**src/rtl/gnms_pkg.sv**
```systemverilog
// Shared types and constants for the gradient non-max suppression unit.
package gnms_pkg;

  // Field widths
  localparam int MAG_W = 8;
  localparam int ANG_W = 10;
  localparam int CFG_W = 11;

  // Signed width for the wrapped angle (raw 0..1023 before wrapping)
  localparam int ANG_S_W = 12;

  // Angle constants in half-degree units
  localparam logic signed [ANG_S_W-1:0] ANG_HALF_TURN = 12'sd360;  // 180 deg
  localparam logic signed [ANG_S_W-1:0] ANG_FULL_TURN = 12'sd720;  // 360 deg
  localparam logic signed [ANG_S_W-1:0] ANG_B22       = 12'sd45;   // 22.5 deg
  localparam logic signed [ANG_S_W-1:0] ANG_B67       = 12'sd135;  // 67.5 deg
  localparam logic signed [ANG_S_W-1:0] ANG_B112      = 12'sd225;  // 112.5 deg
  localparam logic signed [ANG_S_W-1:0] ANG_B157      = 12'sd315;  // 157.5 deg

  // Saturating row-fill count codes
  localparam logic [1:0] ROWS_NONE = 2'd0;
  localparam logic [1:0] ROWS_ONE  = 2'd1;
  localparam logic [1:0] ROWS_FULL = 2'd2;

  // Smallest legal image width
  localparam int MIN_WIDTH = 3;

  // Queue between front and back
  localparam int QUEUE_DEPTH = 4;
  localparam int QPTR_W      = 2;
  localparam int QCNT_W      = 3;

  typedef logic [QCNT_W-1:0] qcount_t;

  // Input transaction
  typedef struct packed {
    logic [MAG_W-1:0] magnitude;
    logic [ANG_W-1:0] angle_half_deg;
    logic             in_frame_last;
  } in_item_t;

  // Result transaction
  typedef struct packed {
    logic [MAG_W-1:0] edge_value;
    logic             out_frame_last;
  } out_item_t;

  // One line buffer entry: all three row stores share an address
  typedef struct packed {
    logic [ANG_W-1:0] angle_above;
    logic [MAG_W-1:0] mag_two_above;
    logic [MAG_W-1:0] mag_above;
  } line_t;

  localparam int LINE_W = $bits(line_t);

  // Classified window handed from front to back
  typedef struct packed {
    logic [2:0][2:0][MAG_W-1:0] win;        // [row 0 top..2 newest][col 0 oldest..2 newest]
    logic [ANG_W-1:0]           centre_ang;
    logic                       inner;
    logic                       last;
  } win_item_t;

  typedef struct packed {
    logic      valid;
    win_item_t item;
  } push_t;

endpackage

```
**src/rtl/gnms_back.sv**
```systemverilog
// Back end: direction sector test, suppression and output register.
module gnms_back (
  input  logic                  clk,
  input  logic                  rst_n,
  input  gnms_pkg::win_item_t   head,
  input  logic                  not_empty,
  output logic                  pop,
  output logic                  out_valid,
  input  logic                  out_ready,
  output gnms_pkg::out_item_t   out_data
);

  import gnms_pkg::*;

  function automatic logic above_both(input logic [MAG_W-1:0] c,
                                      input logic [MAG_W-1:0] p,
                                      input logic [MAG_W-1:0] q);
    return (c > p) && (c > q);
  endfunction

  logic signed [ANG_S_W-1:0] a_raw, a;
  logic                      sec_h, sec_d1, sec_v, sec_d2, keep;
  logic [MAG_W-1:0]          ctr, edge_val;
  logic                      out_valid_r;
  out_item_t                 out_r;

  // Wrap angle into -180..180 degrees
  always_comb begin
    a_raw = ANG_S_W'(head.centre_ang);
    a     = (a_raw > ANG_HALF_TURN) ? a_raw - ANG_FULL_TURN : a_raw;
  end

  // Sector membership; bounds overlap at 22.5 and 112.5, leave gaps at -22.5 and 67.5
  always_comb begin
    sec_h  = (a < -ANG_B157) || (a >= ANG_B157) || ((a > -ANG_B22) && (a <= ANG_B22));
    sec_d1 = ((a < -ANG_B112) && (a >= -ANG_B157)) || ((a >= ANG_B22) && (a < ANG_B67));
    sec_v  = ((a < -ANG_B67) && (a >= -ANG_B112)) || ((a > ANG_B67) && (a <= ANG_B112));
    sec_d2 = ((a < -ANG_B22) && (a >= -ANG_B67)) || ((a >= ANG_B112) && (a < ANG_B157));
    ctr    = head.win[1][1];
    keep   = (sec_h  && above_both(ctr, head.win[1][0], head.win[1][2])) ||
             (sec_d1 && above_both(ctr, head.win[2][0], head.win[0][2])) ||
             (sec_v  && above_both(ctr, head.win[2][1], head.win[0][1])) ||
             (sec_d2 && above_both(ctr, head.win[0][0], head.win[2][2]));
    edge_val = (head.inner && keep) ? ctr : '0;
  end

  // Output register frees up as soon as its transaction is taken
  assign pop = not_empty && (!out_valid_r || out_ready);

  always_ff @(posedge clk) begin
    if (!rst_n) begin
      out_valid_r <= 1'b0;
    end else if (pop) begin
      out_valid_r <= 1'b1;
    end else if (out_ready) begin
      out_valid_r <= 1'b0;
    end
    if (pop) begin
      out_r.edge_value     <= edge_val;
      out_r.out_frame_last <= head.last;
    end
  end

  assign out_valid = out_valid_r;
  assign out_data  = out_r;

endmodule

```
**config.mk**
```make
export PLATFORM = sky130hd
export DESIGN_NAME = gnms_back
export DESIGN_NICKNAME = d
export VERILOG_FILES = /design/src/rtl/gnms_pkg.sv /design/src/rtl/gnms_back.sv
export SDC_FILE = /design/constraint.sdc
export NUM_CORES = 1
export LEC_CHECK = 0
export ABC_CLOCK_PERIOD_IN_PS = 9200
export BUFFER_PORTS_ARGS = -buffer_cell sky130_fd_sc_hd__clkbuf_2
export CAP_MARGIN = 10
export CORE_AREA = 2 2 76 78
export DETAILED_ROUTE_END_ITERATION = 10
export DIE_AREA = 0 0 78 80
export PLACE_DENSITY = 0.79
export SYNTH_ARGS = -nofsm -noshare
export SYNTH_HDL_FRONTEND = slang
export SYNTH_SLANG_ARGS = --single-unit
```
**constraint.sdc**
```tcl
create_clock -name clk -period 9.2 [get_ports clk]
set_input_delay 1.84 -clock clk [delete_from_list [all_inputs] [get_ports clk]]
set_output_delay 1.84 -clock clk [all_outputs]
set_load 0.005 [all_outputs]
```
; ---- Yosys cells after proc, flatten, opt, wreduce, memory -nomap -nowiden
; Index checks and enable logic that the tools add are counted.
[totals]
register_bits = 10
input_bits = 88
output_inout_bits = 11
word_cells = 60
[op_classes]
addsub = 1
magnitude_cmp = 25
muxes = 3
reduce_logical = 28
[op_table]
columns = cell, count
row1 = greater-than comparator 8 bit, 8
row2 = >= comparator 12 x 9 -> 1 bit (second input constant), 3
row3 = < comparator 12 x 9 -> 1 bit (second input constant), 3
row4 = >= comparator 12 x 10 -> 1 bit (second input constant), 2
row5 = < comparator 12 x 10 -> 1 bit (second input constant), 2
row6 = logical AND 1 bit, 17
row7 = >= comparator 12 x 7 -> 1 bit (second input constant), 1
row8 = greater-than comparator 12 x 7 -> 1 bit (second input constant), 1
row9 = greater-than comparator 12 x 9 -> 1 bit (second input constant), 1
row10 = <= comparator 12 x 7 -> 1 bit (second input constant), 1
row11 = <= comparator 12 x 9 -> 1 bit (second input constant), 1
row12 = < comparator 12 x 7 -> 1 bit (second input constant), 1
row13 = 2-to-1 mux 12 bit, 1
row14 = subtractor 10 x 10 -> 11 bit (second input constant), 1
row15 = greater-than comparator 10 x 9 -> 1 bit (second input constant), 1
row16 = logical OR 1 bit, 9
row17 = 2-to-1 mux 1 bit, 2
row18 = nonzero test 2 bit, 1
row19 = zero test 1 bit, 1

; ---- Longest topological paths before layout
[depth]
ltp_word = 10
ltp_mapped = 11
depth_no_buf = 10

; ---- Worst setup path before layout
; No wires, ideal clock.
[synth_timing]
kind = input -> register
startpoint = input port head[6] (netlist name)
endpoint = register out_r, in the netlist out_data[1], data pin
setup_time_ps = 153
t_arrival_ps = 4188
t_required_ps = 9047
path_slack_ps = 4859
path_stages = 10
n_path_buf = 0
path_cell_list = inv_1 ha_1 a21oi_1 o21ai_0 o211ai_2 xnor2_2 or4_4 o21a_1 o31a_4 a31oi_1
[synth_via]
elab_chain_cells = 10
elab_cells_between_ends = 39
classes_between = 1 x add/sub / 17 x order compare / 1 x mux / 20 x reduce/logical
[synth_lines]
columns = element, line_no
row1 = from (decl), gnms_back.sv:5  ; input gnms_pkg::win_item_t head,
row2 = subtractor 10 x 10 -> 11 bit / greater-than comparator 10 x 9 -> 1 bit (equally long branches), gnms_back.sv:30  ; a = (a_raw > ANG_HALF_TURN) ? a_raw - ANG_FULL_TURN : a_raw;
row3 = 2-to-1 mux 12 bit *, gnms_back.sv:30
row4 = < comparator 12 x 10 -> 1 bit (tied with other cells), gnms_back.sv:35  ; sec_h = (a < -ANG_B157) || (a >= ANG_B157) || ((a > -ANG_B22) && (a <= ANG_B22));
row5 = logical OR 1 bit (tied with other cells), gnms_back.sv:35
row6 = "logical OR 1 bit, on equally long branches", "gnms_back.sv:35, gnms_back.sv:36"
row7 = "logical AND 1 bit, on equally long branches", "gnms_back.sv:40, gnms_back.sv:41"
row8 = logical OR 1 bit, gnms_back.sv:40  ; keep = (sec_h && above_both(ctr, head.win[1][0], head.win[1][2])) ||
row9 = logical OR 1 bit, gnms_back.sv:41  ; (sec_d1 && above_both(ctr, head.win[2][0], head.win[0][2])) ||
row10 = logical OR 1 bit *, gnms_back.sv:42  ; (sec_v && above_both(ctr, head.win[2][1], head.win[0][1])) ||
row11 = logical AND 1 bit *, gnms_back.sv:44  ; edge_val = (head.inner && keep) ? ctr : '0;
row12 = to (decl), gnms_back.sv:25  ; out_item_t out_r;
; Every way passes the cells marked *; elsewhere a longest branch is shown, timed or not.
; A chain may end at the register's enable or synchronous reset.

; ---- Worst setup path after layout
[layout_timing]
startpoint = input port head[6] (netlist name)
endpoint = register out_r, in the netlist out_data[3], data pin
; Same word-level chain as after synthesis.

==> flow_summary.toml <==
[run_status]
status = "completed"

[detailed_routing]
vias_per_cell = 5.46
drt.antenna.violating_nets = 0
dr.pass1.iters = 5
wirelength_microns = 6750
drt_iter0_drc = 154
vias = 2823
remaining_drc_errors = 0
detail_route.wl_per_cell_microns = 13.1

[synth]
synth-main-ff-cell = "edfxtp_1"
synth-xor-area-share_pct = 0.948
async_reset_ff_share_pct = 0
yosysWarnings = 0
synth_top_cell_by_area = "ha_1"
synth_commonest_cells = "ha_1 (67), inv_1 (65), nand2_1 (22)"
synthMuxAreaShare_pct = 0
yosys.area_share.simple_pct = 19.5
synth_top_area_share_pct = 31.8
ys_seq_area_share_pct = 11.0
yosysMostFrequentCell = "ha_1"
synth_compound_area_share_pct = 27.1
synth_area_sq_um = 2640
synth_top_family_by_area = "adder cells"
syn_area_per_cell_sq_um = 7.63
postSynthCellCount = 346
synth_area_leaders = "ha_1 (32%), edfxtp_1 (10%), inv_1 (9.2%), a21oi_1 (4.0%), o21a_1 (4.0%)"
synth_cell_types = 51
synth_fa_ha_area_share_pct = 31.8
synth_nets = 501
synth-edff-count = 9
ys_seq_elements = 10

[worst_setup_path]
rr_startpoint = "out_valid"
cp.required_ns = 9.15
path_delay_family = "compound AO/OA/AOI/OAI gates"
cp_max_fo = 8
r2r_setup_slack_ns = 7.80
cp-end-kind = "flip-flop"
crit_slowest_cell = "a32oi_1"
cp_cell_sequence = "clkbuf_2, inv_1, ha_1, a21oi_1, a311o_1, o311a_1, nor4_1, o21a_1, a221oi_1, a32oi_1, a31oi_1"
startpoint = "head[6]"
critical_path_depth = 11
path_class = "primary input to flip-flop"
worstSetupEndpoint = "out_data[3]"
worstSetupStartpointType = "primary input"
critical_path_buf_inv_count = 2
critPathArrivalTime_ns = 4.61
r2r.worst_path.cells = 2
cpPeakStageDelay_ns = 0.50
worstReg2RegEnd = "out_data[0]"

[pwr]
switching_share_pct = 37.6
seq_power_share_pct = 23.3
p_comb_share_pct = 58.1
p_int_mw = 0.146
p_leak_nw = 1.79
p_clk_share_pct = 18.6
powerDensity_nw_per_um2 = 71.8
p_switching_mw = 0.0878
max-vdd-ir-drop_uv = 54.5

[die]
rows = 27
coreArea_sq_um = 5410
start_util_pct = 48.8
die-area_sq_um = 6240
die_h_microns = 80
die_width_microns = 78
pin_count = 99

[timing]
rsz0062_at_grt = "no"
slew_viol_final = 0
fmax_mhz = 215
setup_viol = 0
finalCriticalPeriod_ns = 4.66
fin_crit_sh_pct = 50.6
fin_setup_tns_ns = 0
skew_ns = 0.00384
tightestPinTransition_ns = 0.761
relSlewSlack_pct = 49.2
hold_violations = 0

[clocking]
cts_made_buffers = 3
cts_root_buf = "clkbuf_8"
clock_path_buffers = 2
cts-htree-levels = 1
cts_tree = "done"
clk_pin_slew_ns = 0.04
cts_setup_buffers = 0
post_cts_resized = 0
cts_hold_buffers = 0
cts_sinks = 10
clk_latency_ns = 0.22

[grt]
antenna_found_initial = 0
grt_pass1_wl_microns = 11300
grt_use_total_pct = 22.1
grt_pass1_vias = 2664
grt_max_degree = 11
grt.overflow.total = 0

[place]
gp_congestion = 0.894
io_buffer_count = 98
hpwl_microns = 5730
placed_cells = 513

[layout]
drive_gt1_share_pct = 24.9
num_antenna_cells = 0
area_growth_pct = 23.2
fin_nets = 601
stdcell_count = 517

[worst_hold_path]
worstHoldPathType = "flip-flop to flip-flop"
hp-start = "out_valid"

[job]
drv_cap = 0
worst reg2reg max path, stage by stage (launching register included):
cell and delay, ns:
dfxtp_1 0.30, nor2b_1 0.13, nor2b_1 0.60
worst min-delay path by stage:
stage | slack [ns] | cells after the start | endpoint
floorplan | 0.61 | 2 | out_valid
global route | 0.66 | 2 | out_valid
global placement | 0.61 | 2 | out_valid
CTS | 0.63 | 2 | out_valid
detailed placement | 0.63 | 2 | out_valid
finish | 0.62 | 2 | out_valid
metal layers:
| layer | up-vias | wire length, microns | track usage, % |
|---|---|---|---|
| met4 | 0 | 60 | 4.91 |
| met5 | - | 0 | 0 |
| met3 | 6 | 378 | 1.70 |
| met1 | 1241 | 3090 | 29.1 |
| li1 | 1471 | - | - |
| met2 | 105 | 3220 | 39.3 |
stage by stage:
stage / setup slack [ns] / hold slack [ns] / utilization (%) / area (sq um) / total power [mW]
after floorplan: 4.86 / 0.612 / - / 2640 / 0.140
after global placement: 4.46 / 0.607 / 59.3 / 3210 / 0.186
after detailed placement: 4.37 / 0.625 / 59.3 / 3210 / 0.190
after CTS: 4.56 / 0.635 / 60.2 / 3250 / 0.234
after global routing: 4.21 / 0.658 / 60.2 / 3250 / 0.256
final: 4.54 / 0.624 / 60.2 / 3250 / 0.233
layout by cell type, fill, tap and decap left out, types with 3 or more instances in the layout:
cell type  count
a21o_1        11
o21a_1        14
edfxtp_1       9
nand2b_1       3
clkbuf_2      98
ha_1          67
nand3_1        8
nand4_1       15
o21ai_0       17
o31ai_1        3
nor3_1         4
o211ai_1       4
nor2_1        15
inv_1         65
a21oi_1       21
or3_1          4
clkbuf_8       3
nor2b_1       13
nand2_1       22
a31oi_1       10
a211oi_1       4
power by group through the flow:
| stage | logic [mW] | clock network [mW] | registers (mW) |
|---|---|---|---|
| 2_1_floorplan | 0.0847 | 0 | 0.0558 |
| 3_3_place_gp | 0.131 | 0 | 0.0552 |
| 3_5_place_dp | 0.134 | 0 | 0.0552 |
| 4_1_cts | 0.135 | 0.0446 | 0.0545 |
| 5_1_grt | 0.154 | 0.0480 | 0.0545 |
| 6_report | 0.136 | 0.0433 | 0.0544 |
cells by family after synthesis:
| group | count (synthesis) |
|---|---|
| compound gates | 104 |
| simple gates | 95 |
| buf+inv | 68 |
| fa+ha+maj | 67 |
| flops | 10 |
| xor+xnor | 2 |
final cells by class:
type | instances | area (sq um)
well taps | 72 | 90.1
inverters | 65 | 244
repair buffers | 98 | 490
clock buffers | 4 | 45.0
multi-input cells | 268 | 2090
fillers | 491 | 2150
flip-flops and latches | 10 | 290
sequential cells by signal, summed over array words and instances (netlist names):
| name | flops |
|---|---|
| out_valid | 1 |
| out_data | 9 |
Note: power is estimated with default switching activity, not from simulation.
