**src/rtl/gnms_pkg.sv**
```systemverilog
// Shared types and constants for the gradient non-max suppression unit.
package gnms_pkg;

  // Field widths
  localparam int MAG_W = 8;
  localparam int ANG_W = 10;
  localparam int CFG_W = 11;

  // Signed width for the wrapped angle (raw 0..1023 before wrapping)
  localparam int ANG_S_W = 12;

  // Angle constants in half-degree units
  localparam logic signed [ANG_S_W-1:0] ANG_HALF_TURN = 12'sd360;  // 180 deg
  localparam logic signed [ANG_S_W-1:0] ANG_FULL_TURN = 12'sd720;  // 360 deg
  localparam logic signed [ANG_S_W-1:0] ANG_B22       = 12'sd45;   // 22.5 deg
  localparam logic signed [ANG_S_W-1:0] ANG_B67       = 12'sd135;  // 67.5 deg
  localparam logic signed [ANG_S_W-1:0] ANG_B112      = 12'sd225;  // 112.5 deg
  localparam logic signed [ANG_S_W-1:0] ANG_B157      = 12'sd315;  // 157.5 deg

  // Saturating row-fill count codes
  localparam logic [1:0] ROWS_NONE = 2'd0;
  localparam logic [1:0] ROWS_ONE  = 2'd1;
  localparam logic [1:0] ROWS_FULL = 2'd2;

  // Smallest legal image width
  localparam int MIN_WIDTH = 3;

  // Queue between front and back
  localparam int QUEUE_DEPTH = 4;
  localparam int QPTR_W      = 2;
  localparam int QCNT_W      = 3;

  typedef logic [QCNT_W-1:0] qcount_t;

  // Input transaction
  typedef struct packed {
    logic [MAG_W-1:0] magnitude;
    logic [ANG_W-1:0] angle_half_deg;
    logic             in_frame_last;
  } in_item_t;

  // Result transaction
  typedef struct packed {
    logic [MAG_W-1:0] edge_value;
    logic             out_frame_last;
  } out_item_t;

  // One line buffer entry: all three row stores share an address
  typedef struct packed {
    logic [ANG_W-1:0] angle_above;
    logic [MAG_W-1:0] mag_two_above;
    logic [MAG_W-1:0] mag_above;
  } line_t;

  localparam int LINE_W = $bits(line_t);

  // Classified window handed from front to back
  typedef struct packed {
    logic [2:0][2:0][MAG_W-1:0] win;        // [row 0 top..2 newest][col 0 oldest..2 newest]
    logic [ANG_W-1:0]           centre_ang;
    logic                       inner;
    logic                       last;
  } win_item_t;

  typedef struct packed {
    logic      valid;
    win_item_t item;
  } push_t;

endpackage

```
**src/rtl/gnms_queue.sv**
```systemverilog
// Short FIFO of classified windows between front and back.
module gnms_queue (
  input  logic                  clk,
  input  logic                  rst_n,
  input  gnms_pkg::push_t       push,
  input  logic                  pop,
  output gnms_pkg::win_item_t   head,
  output logic                  not_empty,
  output gnms_pkg::qcount_t     count
);

  import gnms_pkg::*;

  win_item_t         mem_r [QUEUE_DEPTH];
  logic [QPTR_W-1:0] wr_ptr_r, rd_ptr_r;
  qcount_t           count_r;

  assign head      = mem_r[rd_ptr_r];
  assign not_empty = count_r != '0;
  assign count     = count_r;

  always_ff @(posedge clk) begin
    if (!rst_n) begin
      wr_ptr_r <= '0;
      rd_ptr_r <= '0;
      count_r  <= '0;
    end else begin
      if (push.valid) begin
        wr_ptr_r <= wr_ptr_r + QPTR_W'(1);
      end
      if (pop) begin
        rd_ptr_r <= rd_ptr_r + QPTR_W'(1);
      end
      count_r <= count_r + QCNT_W'(push.valid) - QCNT_W'(pop);
    end
  end

  always_ff @(posedge clk) begin
    if (push.valid) begin
      mem_r[wr_ptr_r] <= push.item;
    end
  end

endmodule

```
**config.mk**
```make
export PLATFORM = sky130hd
export DESIGN_NAME = gnms_queue
export DESIGN_NICKNAME = d
export VERILOG_FILES = /design/src/rtl/gnms_pkg.sv /design/src/rtl/gnms_queue.sv
export SDC_FILE = /design/constraint.sdc
export NUM_CORES = 1
export LEC_CHECK = 0
export BUFFER_PORTS_ARGS = -buffer_cell sky130_fd_sc_hd__buf_2
export CAP_MARGIN = 20
export CORE_MARGIN = 2
export CORE_UTILIZATION = 35
export DETAILED_ROUTE_END_ITERATION = 7
export GPL_ROUTABILITY_DRIVEN = 0
export SLEW_MARGIN = 15
export SYNTH_ARGS = -nofsm -noshare
export SYNTH_HDL_FRONTEND = slang
export SYNTH_SLANG_ARGS = --single-unit
```
**constraint.sdc**
```tcl
create_clock -name clk -period 5.85 [get_ports clk]
set_clock_uncertainty 0.05 [all_clocks]
set_input_delay 0.585 -clock clk [delete_from_list [all_inputs] [get_ports clk]]
set_output_delay 0.585 -clock clk [all_outputs]
set_load 0.01 [all_outputs]
```
## Word-level counts from Yosys, hierarchy flattened

Memory sizes are Yosys's and may differ from the RTL's. A register that Yosys moved wholly into a read port is not among the register bits.
Cells that the tools add are included.

- Register bits: 7
- Memory bits (writable): 336
- Input port bits: 88
- Output and inout port bits: 88
- Word-level logic and storage cells: 13
- Memories: 1

Memory list:

| name | depth | width | rd ports | clocked after Yosys merged registers in | write ports | RTL line | source |
|---|---|---|---|---|---|---|---|
| mem_r | 4 | 84 | 1 | 1 | 1 | gnms_queue.sv:14 | `win_item_t mem_r [QUEUE_DEPTH];` |

- Add/subtract/negate cells: 4
- Mux-type cells: 4
- Reductions and logical operators: 1

Operators by type and width:

| operator | number |
|---|---|
| 2-bit by 1-bit adder with 2-bit output (second input constant) | 2 |
| 2-bit two-way mux | 2 |
| 3-bit by 1-bit adder with 3-bit output | 1 |
| 3-bit nonzero test | 1 |
| 3-bit by 1-bit subtractor with 3-bit output | 1 |
| 1-bit two-way mux | 2 |

## Longest topological paths before layout

Gate-level depths: netlist of the first run.

- Word-level depth: 3
- Depth in mapped cells: 7
- Mapped depth without buffers: 7

## Least setup slack after synthesis of the first run

No wires, ideal clock.

- Path type: input port to flip-flop
- Start: in push[84] (netlist name)
- End: mem mem_r[0][0] (netlist name) (enable)
- Library setup time: 451 ps
- Arrival time: 2537 ps
- Required time: 5349 ps
- Setup slack: 2811 ps
- Stages on the path: 1
- Path buffers: 0
- Cell sequence: and2_1

- Longest elaborated chain between the ends: 2

RTL lines:

| element | RTL line | source |
|---|---|---|
| start: declaration | gnms_queue.sv:5 | `input gnms_pkg::push_t push,` |
| 1-bit two-way mux | gnms_queue.sv:39 | `if (push.valid) begin` |
| 1-bit two-way mux (implied by the code) | gnms_queue.sv:40 | `mem_r[wr_ptr_r] <= push.item;` |
| end: declaration | gnms_queue.sv:14 |  |

No other way between the ends.

==> parameters.txt, run 1 <==
Parameter                              Value

Outcome
  Run status ... complete, no violations

STA
  Fin crit share ... 59.1%
  Highest Clock Rate ... just under 300 MHz
  Setup repair after global routing missed its margin ... false
  Endpoints failing setup ... 0
  Post-route worst setup slack ... ~2400 ps
  Setup TNS ... 0 ps
  Measured slew at the worst slew-check pin ... 919 ps
  Fin crit period ... 3450 ps
  Final number of max-transition violations ... 0
  Count of endpoints failing hold in the final timing report ... 0
  Slew margin rel. ... 38.7%

Setup path
  Kind of critical path ... register to output port
  Kind of start point of the critical path ... register
  Crit Path Max Fanout ... 43
  Critical Path End Type ... output port
  Crit path required time ... approximately 5200 ps
  Critical path data arrival time ... 2820 ps

Placed design
  Minimum setup slack after placement ... roughly 2800 ps
  Total half-perimeter wirelength after legalization and detailed placement ... between 10 and 15 mm
  Cell total after placement ... 1105
  Number of buffer cells added on primary ports ... between 150 and 200

Cells and area
  Synth-to-layout area growth ... 20.3%
  Filler Cell Count ... 3043
  Nets ... around 780
  Layout cells sized above 1 ... 46.1%
  Post-Layout Cell Count ... 1167

Clock network
  Clk_lat worst skew ... 510 ps
  CTS Buf Count ... 36
  Number of hold buffers added after cts ... 0
  Clk Tree Root Cell ... sky130_fd_sc_hd__clkbuf_16
  Clock edge transition at the registers on the reported setup and hold paths ... 60 ps
  Number of buffers inserted to repair setup after CTS ... 0
  CTS tree ... done
  Sinks on the clock net ... roughly 350
  Post-cts sizing count ... 0
  CTS H-tree depth ... 2
  Longest Clk Path Bufs ... 3

Power
  Static leakage ... between 5 and 6 nW
  Power density cells ... roughly 370 nW/µm²
  IR Drop Worst-Case VDD ... 241 µV

Die
  Initial core utilization ... 35.4%
  CORE AREA ... 35500 µm²
  Die width ... 193 µm
  Total Die Area ... 37400 µm²
  Num rows ... 69
  Ports ... 176
  Die Span Y ... 193 µm

Job
  Count of max-cap constraint violations ... 0

Logic synthesis
  Prevailing post-synth register cell ... sky130_fd_sc_hd__edfxtp_1
  Post-synthesis sequential element count ... 345
  Cell area after technology mapping ... 12600 µm²
  Syn_nets ... 575
  Library cell with the highest instance count after synthesis ... sky130_fd_sc_hd__edfxtp_1
  Count of synthesis-stage warnings from yosys ... 0
  Largest cells by area after synthesis ... sky130_fd_sc_hd__edfxtp_1 80%, sky130_fd_sc_hd__mux4_2 15%, sky130_fd_sc_hd__dfxtp_1 1.4%
  Top cell type's share of synthesized area ... approximately 80%
  Most frequent cells after synthesis ... 336 x sky130_fd_sc_hd__edfxtp_1, 84 x sky130_fd_sc_hd__mux4_2, 9 x sky130_fd_sc_hd__dfxtp_1
  Number of flops mapped to enable cells by yosys ... around 340
  Synthesized netlist cell count ... 480
  Sequential fraction of the synthesis area ... 81.8%
  Synth unique cells ... 19
  Cell type with the largest total area after synthesis ... sky130_fd_sc_hd__edfxtp_1
  Synthesized area per cell ... 26.2 µm²
  Share of flip-flops with an asynchronous set or reset ... 0%

Drt
  Vias per cell ... ~4.8
  Vias post-DR ... approximately 5600
  Detailed-route wire length per cell ... 20.5 µm
  Detailed Route WL ... 24.0 mm
  Count of antenna-violating nets left after detailed routing ... 0
  Drt first-iter violations ... between 200 and 300
  Number of iterations in the first detailed-routing pass ... 4
  DRC ... 0

Global route
  First-pass GRT wire length ... 37.0 mm
  Overall track demand over capacity in global routing ... 13.0%
  Total overflow reported by the global router ... 0
  Number of antenna violations at the first check in global routing ... 3
  Via count of the first global-routing pass ... 6261
  Largest net degree at the start of global routing ... 56

Min path
  Hold WC Path Type ... primary input to register
-- worst paths after layout --
kind | from | end | slack, ps | cells past startpoint
worst max-delay path | register | head[30] | 2400 | 3
worst max register to register | wr_ptr_r[0]$_SDFFE_PN0P_ | mem_r[0][54]$_DFFE_PP_ | 3480 | 4
worst min register to register | rd_ptr_r[1]$_SDFFE_PN0P_ | register | 480 | 2
worst min-delay path | push[19] | mem_r[2][19]$_DFFE_PP_ | 230 | 1
-- layer usage --
layer | part of all wire (%) | global-route usage, %
met2 | 49 | 21.6
met4 | 2.6 | 4.41
met3 | 6.2 | 3.89
met5 | 0.13 | 0
met1 | 42 | 16.2
-- critical path, stage by stage (launching register included) --
cell	delay [ps]
sky130_fd_sc_hd__dfxtp_4	920
sky130_fd_sc_hd__buf_4	620
sky130_fd_sc_hd__mux4_2	590
sky130_fd_sc_hd__buf_2	160
-- stage by stage --
| step | instance area, µm² | hold slack (ps) | utilization (%) | power (mW) |
|---|---|---|---|---|
| after global routing | 15100 | 211 | 42.6 | 5.87 |
| after floorplan | 12600 | 449 | - | 3.24 |
| after global placement | 13900 | 468 | 39.3 | 3.45 |
| final | 15100 | 230 | 42.6 | 5.65 |
| after detailed placement | 13900 | 471 | 39.3 | 3.46 |
| after CTS | 15100 | 197 | 42.6 | 5.74 |
-- layout by cell type (no fill, tap or decap), drive strengths merged --
cell type	instances
edfxtp	336
clkbuf	44
dfxtp	9
a21bo	1
buf	182
nor2	5
xnor2	2
and2	6
ha	6
fa	1
inv	7
a21oi	1
clkinvlp	2
or3	1
diode	1
bufinv	5
mux2i	1
mux4	84
xor3	1
clkinv	10
nand3b	1
-- area by class of cell --
type	instances	area (µm²)	share of cell area, %
Antenna cell	1	2.50	0.0166
Multi-Input combinational cell	110	2130	14.1
Inverter	7	26.3	0.174
Sequential cell	345	10300	68.0
Clock buffer	44	952	6.30
Timing Repair Buffer	182	928	6.14
Clock inverter	17	213	1.41
Tap cell	461	577	3.82
-- kinds of logic after synthesis --
group           synth area share, %
buf+inv                        1.30
mux                            15.1
simple gates                  0.558
flops                          81.8
xor+xnor                      0.329
compound gates                0.120
fa+ha+maj                     0.757
-- sequential cells by signal (all words and copies together) (netlist names), named ones only --
name      flops
mem_r       336
count         3
rd_ptr_r      2
wr_ptr_r      2
-- where the power goes --
group | switching (mW) | leakage [nW] | internal [mW] | total (mW)
clock | 0.886 | 0.570 | 1.37 | 2.26
sequential | 0.0570 | 3.16 | 2.84 | 2.90
combinational | 0.254 | 1.33 | 0.235 | 0.489
total | 1.20 | 5.06 | 4.45 | 5.65
No activity file was read; power rests on OpenSTA's default activity.
==> run 2: changes to the inputs <==
==> constraint.sdc (replaced) <==
create_clock -name clk -period 3.3 [get_ports clk]
set_clock_uncertainty 0.05 [all_clocks]
set_input_delay 0.33 -clock clk [delete_from_list [all_inputs] [get_ports clk]]
set_output_delay 0.33 -clock clk [all_outputs]
set_load 0.01 [all_outputs]
==> run 2 against run 1 <==
Combinational power rose by 110%. Non-clock buffer count rose by 90. Core utilization rose by 2.5 points. Count of clock-buffer cells in the layout rose by 4. Global-route usage rose by 0.16 points. Wire length rose by 0.15%. Die area did not move. Sequential share of layout area fell by 3.8 points. Design area rose by 5.9%.
==> parameters.txt, run 2 (synthesis results as in run 1) <==
Parameter                              Value

Cells and area
  Top library cells by usage in the layout, fill and taps aside ... 336 x sky130_fd_sc_hd__edfxtp_1, 175 x sky130_fd_sc_hd__buf_2, 85 x sky130_fd_sc_hd__dlygate4sd3_1
  Filler Cell Count ... 2981 (-2.0%)
  Synth-to-layout area growth ... 27.5%
  Max FFs per register ... 336 (unchanged)
  Area of the multi-input gates ... 2130 µm² (unchanged)
  Seq. cell area ... 10300 µm² (unchanged)
  Nets ... 868 (+12%)
  Layout cells sized above 1 ... 40.5% (-5.6 points)
  Leading cell type in the layout, fill and taps excluded ... sky130_fd_sc_hd__edfxtp_1
  Antenna diode count ... 0 (-1)
  Largest register by flop count ... mem_r

Clock network
  Longest Clk Path Bufs ... 3 (unchanged)
  Sinks on the clock net ... 345 (unchanged)
  Clk Tree Root Cell ... sky130_fd_sc_hd__clkbuf_16
  Clock edge transition at the registers on the reported setup and hold paths ... 50 ps (about the same)
  Number of buffers inserted to repair setup after CTS ... 0 (unchanged)
  CTS tree ... done
  CTS H-tree depth ... 2 (unchanged)
  Clk_lat worst skew ... 510 ps (about the same)
  CTS Buf Count ... 37 (+2.8%)

Drt
  Met2 layer wire length in the routed design ... 11.5 mm (-2.0%)
  Uppermost layer routed ... met4
  Detailed Route WL ... 24.0 mm (+0.15%)
  Drt first-iter violations ... 276 (+6.2%)
  Vias per cell ... 4.73 (-1.1%)
  Detailed-route wire length per cell ... 19.1 µm (-7.0%)
  Count of antenna-violating nets left after detailed routing ... 0 (unchanged)
  DRC ... 0 (unchanged)
  Met1 wire length ... 10.7 mm (+5.3%)
  Vias post-DR ... 5940 (+6.5%)
  Number of iterations in the first detailed-routing pass ... 4 (unchanged)
  Routed length on met3 ... 1.26 mm (-14%)

STA
  Count of endpoints failing hold in the final timing report ... 0 (unchanged)
  Fin crit share ... between 70% and 80%
  Endpoints failing setup ... 0 (unchanged)
  Fin crit period ... between 2000 and 2500 ps
  Highest Clock Rate ... 413 MHz
  Measured slew at the worst slew-check pin ... 562 ps (-356 ps)
  Final worst hold slack ... 109 ps (-120 ps)
  Setup repair after global routing missed its margin ... false
  Final number of max-transition violations ... 0 (unchanged)
  Setup TNS ... 0 ps (unchanged)
  Slew margin rel. ... 62.5% (+24 points)

Placed design
  Number of buffer cells added on primary ports ... 175 (unchanged)
  Total half-perimeter wirelength after legalization and detailed placement ... 13.7 mm (-1.1%)

Die
  CORE AREA ... 35500 µm² (unchanged)
  Die width ... 193 µm (unchanged)
  Num rows ... 69 (unchanged)
  Ports ... 176 (unchanged)
  Total Die Area ... 37400 µm² (unchanged)
  Die Span Y ... 193 µm (unchanged)
  Initial core utilization ... 35.4% (unchanged)

Outcome
  Run status ... complete, no violations

Setup path
  Kind of critical path ... register to output port
  Critical path data arrival time ... 2040 ps (-780 ps)
  Kind of start point of the critical path ... register
  Crit path required time ... 2920 ps (-2300 ps)
  Crit Path Max Fanout ... 49 (+14%)
  Critical Path End Type ... output port

Power
  Net Switching ... 2.12 mW (+77%)
  Static leakage ... 5.43 nW (+7.2%)
  IR Drop Worst-Case VDD ... 437 µV (+82%)
  Internal power component ... 7.77 mW (+74%)
  Share of total power in sequential cells ... 51.5% (+0.2 points)
  Share of power burned in combinational logic ... 10.2% (+1.5 points)
  Power density cells ... 618 nW/µm² (+65%)
  Total design power ... 9.89 mW (+75%)
  Portion of total power attributed to the clock network ... 38.3% (-1.7 points)
  Share of total power consumed by net switching ... 21.5% (+0.29 points)

Min path
  Hold WC Path Type ... primary input to register

Global route
  Number of antenna violations at the first check in global routing ... 0 (-3)
  Via count of the first global-routing pass ... 6449 (+3.0%)
  First-pass GRT wire length ... 37.9 mm (+2.4%)
  Total overflow reported by the global router ... 0 (unchanged)
  Overall track demand over capacity in global routing ... 13.1% (+0.16 points)
  Largest net degree at the start of global routing ... 50 (-11%)

Job
  Count of max-cap constraint violations ... 0 (unchanged)
[run 2: cell types whose count changed in the layout (fill, tap and decap cells not counted), sizes merged]
| cell | delta |
|---|---|
| bufinv | -3 |
| clkinvlp | -2 |
| dlygate4sd3 | +85 |
| clkbuf | +4 |
| diode | -1 |
| clkinv | +2 |
| buf | +5 |
[run 2: area by class of cell]
| type | count | area share [%] |
|---|---|---|
| tap | 461 | 3.60 |
| clock buffer | 48 | 6.11 |
| clock inverter | 14 | 0.688 |
| sequential | 345 | 64.2 |
| timing repair buffer | 272 | 11.9 |
| multi-input combinational | 110 | 13.3 |
| inverter | 7 | 0.164 |
[run 2: power groups by stage]
stage	Sequential, mW	Combinational, mW	Clock, mW
6_report	5.09	1.01	3.79
5_1_grt	5.11	1.11	4.10
4_1_cts	5.10	1.04	3.90
3_5_place_dp	5.19	0.956	0
3_3_place_gp	5.18	0.949	0
2_1_floorplan	5.18	0.559	0
[run 2: repair_timing]
action / 4_1_cts / 5_1_grt
resized for setup: 0 / 0
hold buffers: 85 / 0
hold endpoints to repair: 338 / 0
[run 2: worst max-delay path, stage by stage (launching register included)]
cell and delay [ps]:
sky130_fd_sc_hd__dfxtp_4 370, sky130_fd_sc_hd__buf_12 350, sky130_fd_sc_hd__mux4_2 590, sky130_fd_sc_hd__buf_2 160
[run 2: path summary, 6_finish.rpt]
path	start	endpoint	slack, ps	cells after the start
worst max-delay path	register	head[49]	880	3
worst min-delay path	pop	register	110	3
worst max register to register	wr_ptr_r[0]$_SDFFE_PN0P_	mem_r[2][74]$_DFFE_PP_	1460	4
worst min register to register	rd_ptr_r[1]$_SDFFE_PN0P_	register	470	2
[run 2: per-layer routing]
metal | up-vias | global-route usage [%]
li1 | 2635 | -
met1 | 3116 | 17.7
met2 | 147 | 21.0
met3 | 42 | 3.17
met4 | 0 | 4.47
met5 | - | 0
[run 2: metrics by stage]
| step | util (%) | instances | setup WS [ps] | instance area, µm² |
|---|---|---|---|---|
| 6_report | 45.1 | 1257 | 880 | 16000 |
| 5_1_grt | 45.1 | 1257 | 768 | 16000 |
| 2_1_floorplan | - | 480 | 303 | 12600 |
| 3_5_place_dp | 39.6 | 1110 | 1370 | 14100 |
| 3_3_place_gp | 39.6 | 1110 | 1370 | 14100 |
| 4_1_cts | 45.1 | 1257 | 809 | 16000 |
